===== src/hw/rtl/cvsp_pkg.sv =====
// cvsp_pkg: shared types and constants for the cascade varint stream parser.
// Holds the parse phase enum, the queue entry record and queue status.
// No dependencies.
`default_nettype none

package cvsp_pkg;

	// parse phases, also used as the field kind code
	typedef enum logic [3:0] {
		PH_STAGES = 4'd0,
		PH_WIDTH  = 4'd1,
		PH_HEIGHT = 4'd2,
		PH_FCOUNT = 4'd3,
		PH_THRESH = 4'd4,
		PH_PCOUNT = 4'd5,
		PH_COORD  = 4'd6,
		PH_ALPHA  = 4'd7,
		PH_DONE   = 4'd8
	} phase_t;

	localparam int unsigned PT_BITS     = 4;
	localparam int unsigned IDX_BITS    = 16;
	localparam int unsigned COORD_BITS  = 3;
	localparam int unsigned VAL_BITS    = 32;
	localparam logic [COORD_BITS-1:0] COORD_PER_POINT = 3'd6;
	localparam logic [6:0] VARINT_MASK = 7'h7f;

	// queue depth between front and back
	localparam int unsigned QDEPTH   = 2;
	localparam int unsigned QPTR_W   = $clog2(QDEPTH);
	localparam int unsigned QCNT_W   = $clog2(QDEPTH + 1);

	// one finished field as produced by the front
	typedef struct packed {
		phase_t                kind;
		logic [VAL_BITS-1:0]   value;
		logic [COORD_BITS-1:0] coord;
		logic [IDX_BITS-1:0]   sidx;
		logic [IDX_BITS-1:0]   fidx;
		logic [PT_BITS-1:0]    pidx;
		logic                  asel;
		logic                  over;
		logic                  clip;
		logic                  last;
	} field_t;

	// queue status seen by both sides
	typedef struct packed {
		logic full;
		logic empty;
	} qstat_t;

endpackage

`default_nettype wire


===== src/hw/rtl/cascade_varint_stream_parser_core.sv =====
// cascade_varint_stream_parser_core: top level of the cascade image parser.
// Connects front (byte assembly, sequencing), queue and back (output).
// Depends on cvsp_pkg, cvsp_front, cvsp_queue, cvsp_back.
//
//  channel  dir  beat content
//  s_axis   in   tdata = data_byte[7:0], tuser = start_req
//  m_axis   out  tdata = field_value, stage_index, feature_index, point_index
//                tuser = field_kind, coord_select, alpha_select, overlong,
//                        points_clipped; tlast = last
//
// One input byte per cycle while s_axis_tready is high. A finished field is
// registered first into the two-entry queue, then into the output register.
// Reset is asynchronous; no clearing pass, the block accepts at once.
// s_axis_tready drops only while the queue holds two records, which happens
// when m_axis stalls; bytes that finish no field still need queue room.
`default_nettype none

module cascade_varint_stream_parser_core
	import cvsp_pkg::*;
#(
	parameter int unsigned MAX_POINTS = 8,
	parameter int unsigned COUNT_BITS = 16
) (
	input  wire logic         clk,
	input  wire logic         arst_n,
	input  wire logic         s_axis_tvalid,
	output logic              s_axis_tready,
	input  wire logic [7:0]   s_axis_tdata,   // data_byte
	input  wire logic         s_axis_tuser,   // start_req
	output logic              m_axis_tvalid,
	input  wire logic         m_axis_tready,
	output logic [71:0]       m_axis_tdata,   // field_value, stage_index, feature_index, point_index
	output logic [9:0]        m_axis_tuser,   // field_kind, coord_select, alpha_select, overlong, points_clipped
	output logic              m_axis_tlast
);

	logic    accept;
	logic    push;
	logic    pop;
	field_t  front_entry;
	field_t  q_entry;
	qstat_t  q_stat;

	// input handshake
	assign s_axis_tready = !q_stat.full;
	assign accept        = s_axis_tvalid && s_axis_tready;

	cvsp_front #(
		.MAX_POINTS (MAX_POINTS),
		.COUNT_BITS (COUNT_BITS)
	) u_front (
		.clk       (clk),
		.arst_n    (arst_n),
		.accept    (accept),
		.data_byte (s_axis_tdata),
		.start_req (s_axis_tuser),
		.push      (push),
		.entry     (front_entry)
	);

	cvsp_queue u_queue (
		.clk      (clk),
		.arst_n   (arst_n),
		.push     (push),
		.wr_entry (front_entry),
		.pop      (pop),
		.rd_entry (q_entry),
		.stat     (q_stat)
	);

	cvsp_back u_back (
		.clk           (clk),
		.arst_n        (arst_n),
		.q_entry       (q_entry),
		.q_stat        (q_stat),
		.pop           (pop),
		.m_axis_tvalid (m_axis_tvalid),
		.m_axis_tready (m_axis_tready),
		.m_axis_tdata  (m_axis_tdata),
		.m_axis_tuser  (m_axis_tuser),
		.m_axis_tlast  (m_axis_tlast)
	);

	// a record is never written into a full queue
	assert property (@(posedge clk) disable iff (!arst_n) push |-> !q_stat.full)
		else $error("push into full queue");

	// the image ends only after height, a threshold or an alpha
	assert property (@(posedge clk) disable iff (!arst_n)
		(m_axis_tvalid && m_axis_tlast) |->
		(m_axis_tuser[3:0] == PH_HEIGHT || m_axis_tuser[3:0] == PH_THRESH ||
		 m_axis_tuser[3:0] == PH_ALPHA))
		else $error("last flag on unexpected field kind");

	// coordinate select stays within the six coordinates
	assert property (@(posedge clk) disable iff (!arst_n)
		(m_axis_tvalid && m_axis_tuser[3:0] == PH_COORD) |-> (m_axis_tuser[6:4] < 3'd6))
		else $error("coordinate select out of range");

	// float fields never carry the overlong flag
	assert property (@(posedge clk) disable iff (!arst_n)
		(m_axis_tvalid && m_axis_tuser[8]) |->
		(m_axis_tuser[3:0] != PH_THRESH && m_axis_tuser[3:0] != PH_ALPHA))
		else $error("overlong flag on float field");

endmodule

`default_nettype wire


===== src/hw/rtl/cvsp_front.sv =====
// cvsp_front: byte assembly and field sequencing of the cascade image.
// Builds varints and floats, tracks stage/feature/point position, emits one
// field record per finished field. Depends on cvsp_pkg.
`default_nettype none

module cvsp_front
	import cvsp_pkg::*;
#(
	parameter int unsigned MAX_POINTS = 8,
	parameter int unsigned COUNT_BITS = 16
) (
	input  wire logic         clk,
	input  wire logic         arst_n,
	input  wire logic         accept,
	input  wire logic [7:0]   data_byte,
	input  wire logic         start_req,
	output logic              push,
	output field_t            entry
);

	localparam logic [32:0] CNT_MAX33 = (33'd1 << COUNT_BITS) - 33'd1;
	localparam logic [PT_BITS-1:0] MAXP = PT_BITS'(MAX_POINTS);

	phase_t                  phase_q, phase_n, cur_phase;
	logic [31:0]             acc_q, acc_n, cur_acc;
	logic [2:0]              bcnt_q, bcnt_n, cur_bcnt;
	logic [COUNT_BITS-1:0]   stages_tot_q, stages_tot_n, cur_stages_tot;
	logic [COUNT_BITS-1:0]   feat_tot_q, feat_tot_n, cur_feat_tot;
	logic [PT_BITS-1:0]      pts_tot_q, pts_tot_n, cur_pts_tot;
	logic [COUNT_BITS-1:0]   stage_cnt_q, stage_cnt_n, cur_stage_cnt;
	logic [COUNT_BITS-1:0]   feat_cnt_q, feat_cnt_n, cur_feat_cnt;
	logic [PT_BITS-1:0]      pt_cnt_q, pt_cnt_n, cur_pt_cnt;
	logic [COORD_BITS-1:0]   coord_cnt_q, coord_cnt_n, cur_coord_cnt;
	logic                    alpha_cnt_q, alpha_cnt_n, cur_alpha_cnt;

	logic                    restart;
	logic                    is_float;
	logic                    done;
	logic [4:0]              shamt;
	logic [31:0]             acc_sum;
	logic [COUNT_BITS-1:0]   sat_v;
	logic [COUNT_BITS-1:0]   stage_inc;
	logic [COUNT_BITS-1:0]   feat_inc;
	logic [COORD_BITS-1:0]   coord_inc;
	logic [PT_BITS-1:0]      pt_inc;
	logic [31:0]             sidx32;
	logic [31:0]             fidx32;

	// state registers
	always_ff @(posedge clk or negedge arst_n) begin
		if (!arst_n) begin
			phase_q      <= PH_STAGES;
			acc_q        <= '0;
			bcnt_q       <= '0;
			stages_tot_q <= '0;
			feat_tot_q   <= '0;
			pts_tot_q    <= '0;
			stage_cnt_q  <= '0;
			feat_cnt_q   <= '0;
			pt_cnt_q     <= '0;
			coord_cnt_q  <= '0;
			alpha_cnt_q  <= 1'b0;
		end else begin
			phase_q      <= phase_n;
			acc_q        <= acc_n;
			bcnt_q       <= bcnt_n;
			stages_tot_q <= stages_tot_n;
			feat_tot_q   <= feat_tot_n;
			pts_tot_q    <= pts_tot_n;
			stage_cnt_q  <= stage_cnt_n;
			feat_cnt_q   <= feat_cnt_n;
			pt_cnt_q     <= pt_cnt_n;
			coord_cnt_q  <= coord_cnt_n;
			alpha_cnt_q  <= alpha_cnt_n;
		end
	end

	// a start beat parses from the reset state
	always_comb begin
		restart        = accept && start_req;
		cur_phase      = restart ? PH_STAGES : phase_q;
		cur_acc        = restart ? '0 : acc_q;
		cur_bcnt       = restart ? '0 : bcnt_q;
		cur_stages_tot = restart ? '0 : stages_tot_q;
		cur_feat_tot   = restart ? '0 : feat_tot_q;
		cur_pts_tot    = restart ? '0 : pts_tot_q;
		cur_stage_cnt  = restart ? '0 : stage_cnt_q;
		cur_feat_cnt   = restart ? '0 : feat_cnt_q;
		cur_pt_cnt     = restart ? '0 : pt_cnt_q;
		cur_coord_cnt  = restart ? '0 : coord_cnt_q;
		cur_alpha_cnt  = restart ? 1'b0 : alpha_cnt_q;
	end

	// byte assembly: float bytes or 7-bit varint groups
	always_comb begin
		is_float = (cur_phase == PH_THRESH) || (cur_phase == PH_ALPHA);
		case (cur_bcnt)
			3'd0:    shamt = 5'd0;
			3'd1:    shamt = 5'd7;
			3'd2:    shamt = 5'd14;
			3'd3:    shamt = 5'd21;
			default: shamt = 5'd28;
		endcase
		if (is_float) begin
			acc_sum = cur_acc | (32'(data_byte) << {cur_bcnt[1:0], 3'b000});
			done    = (cur_bcnt >= 3'd3);
		end else begin
			acc_sum = cur_acc | (32'(data_byte[6:0] & VARINT_MASK) << shamt);
			done    = !data_byte[7] || (cur_bcnt >= 3'd4);
		end
		sat_v     = ({1'b0, acc_sum} > CNT_MAX33) ? CNT_MAX33[COUNT_BITS-1:0]
		                                          : acc_sum[COUNT_BITS-1:0];
		stage_inc = cur_stage_cnt + 1'b1;
		feat_inc  = cur_feat_cnt + 1'b1;
		coord_inc = cur_coord_cnt + 1'b1;
		pt_inc    = cur_pt_cnt + 1'b1;
		sidx32    = 32'(cur_stage_cnt);
		fidx32    = 32'(cur_feat_cnt);
	end

	// field sequencer
	always_comb begin
		phase_n      = cur_phase;
		acc_n        = cur_acc;
		bcnt_n       = cur_bcnt;
		stages_tot_n = cur_stages_tot;
		feat_tot_n   = cur_feat_tot;
		pts_tot_n    = cur_pts_tot;
		stage_cnt_n  = cur_stage_cnt;
		feat_cnt_n   = cur_feat_cnt;
		pt_cnt_n     = cur_pt_cnt;
		coord_cnt_n  = cur_coord_cnt;
		alpha_cnt_n  = cur_alpha_cnt;
		push         = 1'b0;
		entry        = '0;
		entry.kind   = cur_phase;
		entry.value  = acc_sum;
		if (accept && (cur_phase != PH_DONE)) begin
			if (!done) begin
				acc_n  = acc_sum;
				bcnt_n = cur_bcnt + 1'b1;
			end else begin
				acc_n      = '0;
				bcnt_n     = '0;
				push       = 1'b1;
				entry.over = !is_float && (cur_bcnt >= 3'd4) && data_byte[7];
				if (cur_phase >= PH_FCOUNT) begin
					entry.sidx = sidx32[IDX_BITS-1:0];
				end
				if (cur_phase >= PH_PCOUNT) begin
					entry.fidx = fidx32[IDX_BITS-1:0];
				end
				unique case (cur_phase)
					PH_STAGES: begin
						stages_tot_n = sat_v;
						phase_n      = PH_WIDTH;
					end
					PH_WIDTH: begin
						phase_n = PH_HEIGHT;
					end
					PH_HEIGHT: begin
						stage_cnt_n = '0;
						if (cur_stages_tot == '0) begin
							phase_n    = PH_DONE;
							entry.last = 1'b1;
						end else begin
							phase_n = PH_FCOUNT;
						end
					end
					PH_FCOUNT: begin
						feat_tot_n = sat_v;
						phase_n    = PH_THRESH;
					end
					PH_THRESH: begin
						feat_cnt_n = '0;
						if (cur_feat_tot == '0) begin
							stage_cnt_n = stage_inc;
							if ((stage_inc == '0) || (stage_inc >= cur_stages_tot)) begin
								phase_n    = PH_DONE;
								entry.last = 1'b1;
							end else begin
								phase_n = PH_FCOUNT;
							end
						end else begin
							phase_n = PH_PCOUNT;
						end
					end
					PH_PCOUNT: begin
						if (acc_sum > 32'(MAX_POINTS)) begin
							entry.value = 32'(MAXP);
							entry.clip  = 1'b1;
							pts_tot_n   = MAXP;
						end else begin
							pts_tot_n = acc_sum[PT_BITS-1:0];
						end
						pt_cnt_n    = '0;
						coord_cnt_n = '0;
						alpha_cnt_n = 1'b0;
						phase_n     = (pts_tot_n == '0) ? PH_ALPHA : PH_COORD;
					end
					PH_COORD: begin
						entry.coord = cur_coord_cnt;
						entry.pidx  = cur_pt_cnt;
						coord_cnt_n = coord_inc;
						if (coord_inc >= COORD_PER_POINT) begin
							coord_cnt_n = '0;
							pt_cnt_n    = pt_inc;
							if ((pt_inc == '0) || (pt_inc >= cur_pts_tot)) begin
								alpha_cnt_n = 1'b0;
								phase_n     = PH_ALPHA;
							end
						end
					end
					PH_ALPHA: begin
						entry.asel = cur_alpha_cnt;
						if (!cur_alpha_cnt) begin
							alpha_cnt_n = 1'b1;
						end else begin
							alpha_cnt_n = 1'b0;
							feat_cnt_n  = feat_inc;
							if ((feat_inc == '0) || (feat_inc >= cur_feat_tot)) begin
								stage_cnt_n = stage_inc;
								if ((stage_inc == '0) || (stage_inc >= cur_stages_tot)) begin
									phase_n    = PH_DONE;
									entry.last = 1'b1;
								end else begin
									feat_cnt_n = '0;
									phase_n    = PH_FCOUNT;
								end
							end else begin
								phase_n = PH_PCOUNT;
							end
						end
					end
					default: begin
						phase_n = cur_phase;
					end
				endcase
			end
		end
	end

endmodule

`default_nettype wire


===== src/hw/rtl/cvsp_queue.sv =====
// cvsp_queue: short fifo of field records between front and back.
// Two entries, one write and one read port. Depends on cvsp_pkg.
`default_nettype none

module cvsp_queue
	import cvsp_pkg::*;
(
	input  wire logic   clk,
	input  wire logic   arst_n,
	input  wire logic   push,
	input  wire field_t wr_entry,
	input  wire logic   pop,
	output field_t      rd_entry,
	output qstat_t      stat
);

	field_t              mem_q [QDEPTH];
	logic [QPTR_W-1:0]   wr_ptr_q;
	logic [QPTR_W-1:0]   rd_ptr_q;
	logic [QCNT_W-1:0]   count_q;

	// storage, no reset on payload
	always_ff @(posedge clk) begin
		if (push) begin
			mem_q[wr_ptr_q] <= wr_entry;
		end
	end

	// pointers and fill count
	always_ff @(posedge clk or negedge arst_n) begin
		if (!arst_n) begin
			wr_ptr_q <= '0;
			rd_ptr_q <= '0;
			count_q  <= '0;
		end else begin
			if (push) begin
				wr_ptr_q <= (wr_ptr_q == QPTR_W'(QDEPTH - 1)) ? '0 : wr_ptr_q + 1'b1;
			end
			if (pop) begin
				rd_ptr_q <= (rd_ptr_q == QPTR_W'(QDEPTH - 1)) ? '0 : rd_ptr_q + 1'b1;
			end
			case ({push, pop})
				2'b10:   count_q <= count_q + 1'b1;
				2'b01:   count_q <= count_q - 1'b1;
				default: count_q <= count_q;
			endcase
		end
	end

	assign rd_entry   = mem_q[rd_ptr_q];
	assign stat.full  = (count_q == QCNT_W'(QDEPTH));
	assign stat.empty = (count_q == '0);

endmodule

`default_nettype wire


===== src/hw/rtl/cvsp_back.sv =====
// cvsp_back: output stage of the parser; zigzag-decodes coordinates and
// holds the result beat in an output register. Depends on cvsp_pkg.
`default_nettype none

module cvsp_back
	import cvsp_pkg::*;
(
	input  wire logic         clk,
	input  wire logic         arst_n,
	input  wire field_t       q_entry,
	input  wire qstat_t       q_stat,
	output logic              pop,
	output logic              m_axis_tvalid,
	input  wire logic         m_axis_tready,
	output logic [71:0]       m_axis_tdata,  // field_value, stage_index, feature_index, point_index, pad
	output logic [9:0]        m_axis_tuser,  // field_kind, coord_select, alpha_select, overlong, points_clipped
	output logic              m_axis_tlast
);

	field_t       out_q;
	field_t       dec_entry;
	logic [31:0]  dec_value;

	// pull from the queue when the output register is free or draining
	assign pop = !q_stat.empty && (!m_axis_tvalid || m_axis_tready);

	// zigzag decode for coordinates
	always_comb begin
		if (q_entry.kind == PH_COORD) begin
			dec_value = (q_entry.value >> 1) ^ (32'd0 - 32'(q_entry.value[0]));
		end else begin
			dec_value = q_entry.value;
		end
	end

	// record with the decoded value
	always_comb begin
		dec_entry       = q_entry;
		dec_entry.value = dec_value;
	end

	// output valid
	always_ff @(posedge clk or negedge arst_n) begin
		if (!arst_n) begin
			m_axis_tvalid <= 1'b0;
		end else if (!m_axis_tvalid || m_axis_tready) begin
			m_axis_tvalid <= !q_stat.empty;
		end
	end

	// output payload
	always_ff @(posedge clk) begin
		if (pop) begin
			out_q <= dec_entry;
		end
	end

	assign m_axis_tdata = {4'd0, out_q.pidx, out_q.fidx, out_q.sidx, out_q.value};
	assign m_axis_tuser = {out_q.clip, out_q.over, out_q.asel, out_q.coord, 4'(out_q.kind)};
	assign m_axis_tlast = out_q.last;

endmodule

`default_nettype wire


===== config.mk =====
export PLATFORM = sky130hd
export DESIGN_NAME = cascade_varint_stream_parser_core
export DESIGN_NICKNAME = d
export VERILOG_FILES = /design/src/hw/rtl/cvsp_pkg.sv /design/src/hw/rtl/cascade_varint_stream_parser_core.sv /design/src/hw/rtl/cvsp_front.sv /design/src/hw/rtl/cvsp_queue.sv /design/src/hw/rtl/cvsp_back.sv
export SDC_FILE = /design/constraint.sdc
export NUM_CORES = 1
export LEC_CHECK = 0
export BUFFER_PORTS_ARGS = -buffer_cell sky130_fd_sc_hd__buf_2
export CAP_MARGIN = 40
export CORE_ASPECT_RATIO = 0.75
export CORE_MARGIN = 5
export CORE_UTILIZATION = 56
export DETAILED_ROUTE_END_ITERATION = 6
export GPL_TIMING_DRIVEN = 0
export PLACE_DENSITY_LB_ADDON = 0.12
export SKIP_LAST_GASP = 1
export SLEW_MARGIN = 0
export SYNTH_ARGS = -nofsm -noshare
export SYNTH_HDL_FRONTEND = slang
export SYNTH_SLANG_ARGS = --single-unit

===== constraint.sdc =====
create_clock -name clk -period 6 [get_ports clk]
set_input_delay 0.3 -clock clk [delete_from_list [all_inputs] [get_ports clk]]
set_output_delay 0.3 -clock clk [all_outputs]
set_load 0.01 [all_outputs]

==> results of run 1 <==
repair_timing:
action                     in CTS  in global routing
hold buffers                    2                  0
hold endpoints to repair       67                  0
setup endpoints to repair      38                 37
gates resized for setup        20                  7
synthesized netlist by cell type (12+ instances only):
| cell type | n |
|---|---|
| mux2_2 | 50 |
| inv_1 | 21 |
| a31oi_1 | 17 |
| mux2i_1 | 41 |
| buf_2 | 21 |
| nor3_1 | 21 |
| nor4_1 | 22 |
| nand2_1 | 111 |
| a21oi_1 | 122 |
| o31ai_1 | 21 |
| xor2_1 | 42 |
| dfrtp_1 | 120 |
| and2_1 | 59 |
| nand3_1 | 74 |
| a22o_1 | 22 |
| a21o_1 | 15 |
| nand4_1 | 18 |
| xnor2_1 | 15 |
| and3_1 | 12 |
| edfxtp_1 | 237 |
| ha_1 | 43 |
| o21ai_1 | 15 |
| clkbuf_1 | 75 |
| nor2b_1 | 14 |
| nand2b_1 | 15 |
| nor2_1 | 140 |
| o21ai_0 | 52 |
routing by layer:
layer  global-route usage, %  vias up  wire length, µm
met5                       0        -                0
met4                    5.15        0              854
met3                    7.28       89             5010
met2                    40.9      613            20800
met1                    42.1     6512            22300
li1                        -     6067                -
cells by family (layout without fill, tap and decap cells):
family	count (synthesis)	after routing
AND/OR/NAND/NOR	527	527
buffers and inverters	135	299
other	1	4
multiplexers	91	91
adder cells (fa/ha/maj)	43	43
flip-flops	357	357
AO/OA/AOI/OAI	347	347
XOR/XNOR	59	59
area by class of cell:
class,count,area share (%)
multi-input cells,1071,35.0
well taps,406,2.51
inverters,22,0.409
clock buffers,51,5.14
clock inverters,15,0.935
flip-flops and latches,357,50.1
plain buffers,110,2.54
repair buffers,101,3.43
through the flow:
step / std cells / setup WS, ns / power, mW / hold WS (ns)
final: 2133 / 0.199 / 9.95 / 0.336
after global routing: 2133 / 0.0265 / 10.4 / 0.378
after CTS: 2134 / 0.00335 / 9.89 / 0.333
after detailed placement: 2068 / -1.71 / 7.51 / 0.356
after global placement: 2057 / -3.10 / 7.42 / 0.474
after floorplan: 1563 / 0.171 / 6.11 / 0.00441
power by group through the flow:
stage                     combinational [mW]  clock (mW)  sequential (mW)
after detailed placement                3.78           0             3.73
after global routing                    4.20        2.49             3.75
after floorplan                         2.25           0             3.86
after CTS                               3.82        2.38             3.69
after global placement                  3.63           0             3.79
final                                   3.92        2.34             3.69
sequential cells by signal, summed over array words and instances, names as in the netlist, 10 cells and up:
name / count
u_front.acc_q: 32
u_front.stages_tot_q: 16
u_back.m_axis_tuser: 10
u_queue.mem_q: 158
u_back.m_axis_tdata: 68
u_front.stage_cnt_q: 16
u_front.feat_tot_q: 16
u_front.feat_cnt_q: 16
worst paths after layout:
kind                                    start                       to  slack, ns  cells after the start
max                        u_queue.count_q[1]  u_front.stage_cnt_q[11]       0.20                     19
min                                    arst_n        u_front.acc_q[27]       0.34                      2
max reg2reg                u_queue.count_q[1]  u_front.stage_cnt_q[11]       0.20                     19
min reg2reg                u_queue.count_q[1]       u_queue.count_q[1]       0.51                      1
max in group asynchronous              arst_n  u_front.stage_cnt_q[11]       4.92                      3
min in group clk              s_axis_tdata[7]        u_front.bcnt_q[2]       0.41                      3
worst reg2reg max path, cell delays in order, from the launching register on:
cell       delay [ns]
dfrtp_1          0.41
nor2b_4          0.17
nor2_2           0.38
buf_2            0.37
buf_2            0.38
clkbuf_2         0.42
clkbuf_2         0.45
buf_2            0.37
nor2_1           0.09
ha_1             0.23
a2111o_1         0.31
a311o_1          0.39
a2111oi_2        0.39
o21ai_2          0.18
or2_1            0.27
buf_6            0.15
o211ai_4         0.29
and2_4           0.21
buf_6            0.14
a22o_1           0.15
==> results.json, run 1 <==
{
  "yosys.area.top_type": "edfxtp_1",
  "clkPwrFrac_pct": 23.5,
  "worst_path_most_repeated_cell": "buf_2",
  "vias": 13300,
  "wirelength_um": 49000,
  "swShare_pct": 38.2,
  "numCtsBuffers": 36,
  "grt-ovfl-total": 0,
  "grtUsageTotal_pct": 27.7,
  "cp_slowest_cell": "clkbuf_2",
  "status": "complete, no violations",
  "fp.dieW_um": 215,
  "dieArea_um2": 35300,
  "post-dp-hpwl_um": 36100,
  "slew_headroom_pct": 16.2,
  "drt-initial-drc-count": 1491,
  "hp-class": "input pin to asynchronous set/reset pin",
  "cp-start-kind": "register",
  "arrival_ns": 6.27,
  "clk_pin_slew_ns": 0.06,
  "globalplace.congestion": 0.994,
  "viasPerCell": 6.23,
  "grt_max_degree": 68,
  "final_max_slew_viol_count": 0,
  "critPathKind": "register to register",
  "worst_slew_pin_slew_ns": 1.26,
  "async_flop_share_pct": 33.6,
  "rows": 56,
  "setup_tns_ns": 0,
  "power_density_nw_per_um2": 492,
  "p_int_mw": 6.15,
  "p_switching_mw": 3.79,
  "hold_viol": 0,
  "design_area_um2": 20200,
  "start_util_pct": 56.7,
  "fin_util_pct": 64.8,
  "place_area_um2": 18900,
  "synth_adder_area_share_pct": 3.04,
  "p_seq_share_pct": 37.1,
  "synth_top_family_by_area": "simple AND/OR/NAND/NOR gates",
  "port_buffers": 88,
  "synthSimpleGateAreaFrac_pct": 14.9,
  "drive_gt1_share_pct": 16.1,
  "post_cts_buffers": 0,
  "synthCells": 1560,
  "crit_buf_inv": 7,
  "synth_cell_types": 89,
  "avgSynthCellArea_um2": 11.3,
  "multi_input_area_um2": 7060,
  "grt_pass1_wl_um": 76100,
  "die_y_um": 164,
  "clkLatencyLatePin_ns": 0.54,
  "synthMuxAreaShare_pct": 5.51,
  "worst_ep_required_time_ns": 6.47,
  "antenna_found_initial": 0,
  "synth_edf_count": 237,
  "cts_max_path_buffers": 3,
  "core-area_um2": 31200,
  "vdd_drop_max_mv": 0.330,
  "antenna_cells": 0,
  "postRouteAntennaNets": 0,
  "synth_area_leaders": "edfxtp_1, dfrtp_1, a21oi_1",
  "ys_seq_elements": 357,
  "final_common_cell": "edfxtp_1",
  "max_stage_delay_ns": 0.45,
  "yosysWarnings": 0,
  "end_kind": "register",
  "rsz0062_at_grt": "no",
  "worstPathCellList": "nor2b_4 -> nor2_2 -> buf_2 -> buf_2 -> clkbuf_2 -> clkbuf_2 -> buf_2 -> nor2_1 -> ha_1 -> a2111o_1 -> a311o_1 -> a2111oi_2 -> o21ai_2 -> or2_1 -> buf_6 -> o211ai_4 -> and2_4 -> buf_6 -> a22o_1",
  "cts_tree": "yes",
  "grt_pass1_vias": 12900,
  "synth_ff_type": "edfxtp_1",
  "dr.pass1.iters": 6,
  "period_share_pct": 96.7,
  "drc": 0,
  "fin_skew_ns": 0.0217,
  "yosysSeqAreaShare_pct": 57.2,
  "cp_top_family": "buffers and inverters",
  "cts.sink_count": 357,
  "leakage_nw": 7.97,
  "final_cell_mix": "edfxtp_1, nor2_1, dfrtp_1",
  "maxCapViolations": 0,
  "fmax_mhz": 172,
  "cts_root_buf": "clkbuf_16",
  "p_comb_share_pct": 39.4,
  "netlist.area_leader.share_pct": 40.2,
  "avgRoutedWirePerCell_um": 23.0,
  "seqCellArea_um2": 10100,
  "period_needed_ns": 5.80,
  "num-fill-cells": 2409,
  "cp_max_fo": 10,
  "synth_compound_area_share_pct": 13.0,
  "ios": 98,
  "area_growth_pct": 14.3,
  "syn-cell-area_um2": 17700,
  "synth_xor_area_share_pct": 3.01,
  "cts_max_level": 2,
  "finalSetupViolCount": 0,
  "nets": 1755
}
(Power assumes the default switching activity.)
==> inputs of run 2 (changes only) <==
GPL_TIMING_DRIVEN = default   (was 0)
==> results.json, run 2 (synthesized netlist as in run 1, its figures left out) <==
{
  "status": "complete, no violations",
  "period_needed_ns": 5.48,
  "top_layer": "met4",
  "leakage_nw": 7.78,
  "hold_ws_ns": 0.172,
  "hp-class": "input pin to register",
  "finalSetupViolCount": 0,
  "drt-initial-drc-count": 1468,
  "post-dp-hpwl_um": 29600,
  "nets": 1674,
  "globalplace.congestion": 0.972,
  "fin_skew_ns": 0.0242,
  "drive_gt1_share_pct": 16.5,
  "grt_pass1_vias": 12200,
  "hold_viol": 0,
  "max_flop_register": "u_queue.mem_q",
  "cts_max_path_buffers": 3,
  "cts_root_buf": "clkbuf_16",
  "period_share_pct": 91.3,
  "avgRoutedWirePerCell_um": 21.0,
  "cp-start-kind": "register",
  "final_cell_mix": "edfxtp_1, nor2_1, a21oi_1",
  "numCtsBuffers": 37,
  "grt-ovfl-total": 0,
  "final_common_cell": "edfxtp_1",
  "route.met2.wl_um": 18600,
  "place_area_um2": 18600,
  "rsz0062_at_grt": "no",
  "grt_pass1_wl_um": 69200,
  "placed_cells": 1983,
  "end_kind": "register",
  "layout_setup_ws_ns": 0.519,
  "port_buffers": 93,
  "worst_slew_pin_slew_ns": 0.792,
  "antenna_cells": 0,
  "final_max_slew_viol_count": 0,
  "postRouteAntennaNets": 0,
  "cts.sink_count": 357,
  "worst_ep_required_time_ns": 6.39,
  "drc": 0,
  "num-fill-cells": 2422,
  "grt_max_degree": 118,
  "power_density_nw_per_um2": 485,
  "cts_max_level": 2,
  "post_cts_buffers": 0,
  "antenna_found_initial": 0,
  "cts_tree": "yes",
  "design_area_um2": 19800,
  "multi_input_area_um2": 7060,
  "fmax_mhz": 182,
  "viasPerCell": 6.15,
  "core-area_um2": 31200,
  "dr.pass1.iters": 5,
  "rows": 56,
  "wl_met3_um": 3650,
  "critPathKind": "register to register",
  "clkLatencyLatePin_ns": 0.54,
  "stdcell_count": 2052,
  "vias": 12600,
  "largest_reg_flops": 158,
  "ios": 98,
  "setup_tns_ns": 0,
  "grtUsageTotal_pct": 24.4,
  "seqCellArea_um2": 10100,
  "drt-met1-wl_um": 20200,
  "fp.dieW_um": 215,
  "area_growth_pct": 12.0,
  "place_ws_ns": 0.779,
  "rrSetupSlack_ns": 0.52,
  "vdd_drop_max_mv": 0.358,
  "wirelength_um": 43100,
  "dieArea_um2": 35300,
  "start_util_pct": 56.7,
  "maxCapViolations": 0,
  "die_y_um": 164,
  "clk_pin_slew_ns": 0.07,
  "arrival_ns": 5.87,
  "slew_headroom_pct": 46.9,
  "cp_max_fo": 20
}
run 2: critical path, cell delays in order (launching register included):
cell and delay (ns):
dfrtp_1 0.44, nor2b_2 0.29, inv_2 0.18, nand2_4 0.25
and2_1 0.23, ha_1 0.38, nand2_1 0.13, or4_1 0.51
a21oi_1 0.26, ha_1 0.29, nand4_1 0.09, nor2_1 0.06
a2111oi_0 0.57, o21ai_0 0.30, or2_1 0.44, a21o_1 0.22
a2111oi_0 0.62, a21oi_1 0.08
run 2: worst paths after layout:
path / start / end / depth (start not counted)
hold / removal: s_axis_tdata[7] / u_front.bcnt_q[2] / 3
setup / recovery: u_queue.count_q[0] / u_front.phase_q[1] / 17
max in group asynchronous: arst_n / u_front.feat_tot_q[14] / 4
hold reg to reg: u_queue.count_q[1] / u_queue.count_q[1] / 1
setup reg to reg: u_queue.count_q[0] / u_front.phase_q[1] / 17
min in group asynchronous: arst_n / u_front.acc_q[21] / 2
run 2: metal layers:
metal	vias to the layer above	global-route usage, %
met4	0	4.94
met3	66	5.34
met1	6149	37.4
li1	5898	-
met5	-	0
met2	513	36.1
run 2: cell type report:
cell class	count	share of cell area (%)
multi-input cells	1071	35.7
clock inverters	22	1.16
inverters	22	0.417
clock buffers	45	4.98
well taps	406	2.57
flip-flops and latches	357	51.1
repair buffers	129	4.08
run 2: stage by stage:
step / power, mW / utilization [%]
global route: 10.1 / 63.5
finish: 9.61 / 63.5
detailed placement: 7.28 / 59.5
floorplan: 6.11 / -
CTS: 9.62 / 63.5
global placement: 7.19 / 59.3
run 2: where the power goes:
group	total (mW)	switching, mW	internal (mW)
clock network	2.32	0.967	1.35
registers	3.82	0.380	3.44
logic	3.47	2.25	1.23
total	9.61	3.59	6.02
run 2: repair_timing:
action | 4_1_cts | 5_1_grt
endpoints found under the hold margin | 33 | 0
gates resized for setup | 0 | 0
setup endpoints to repair | 0 | 0
hold buffers | 2 | 0
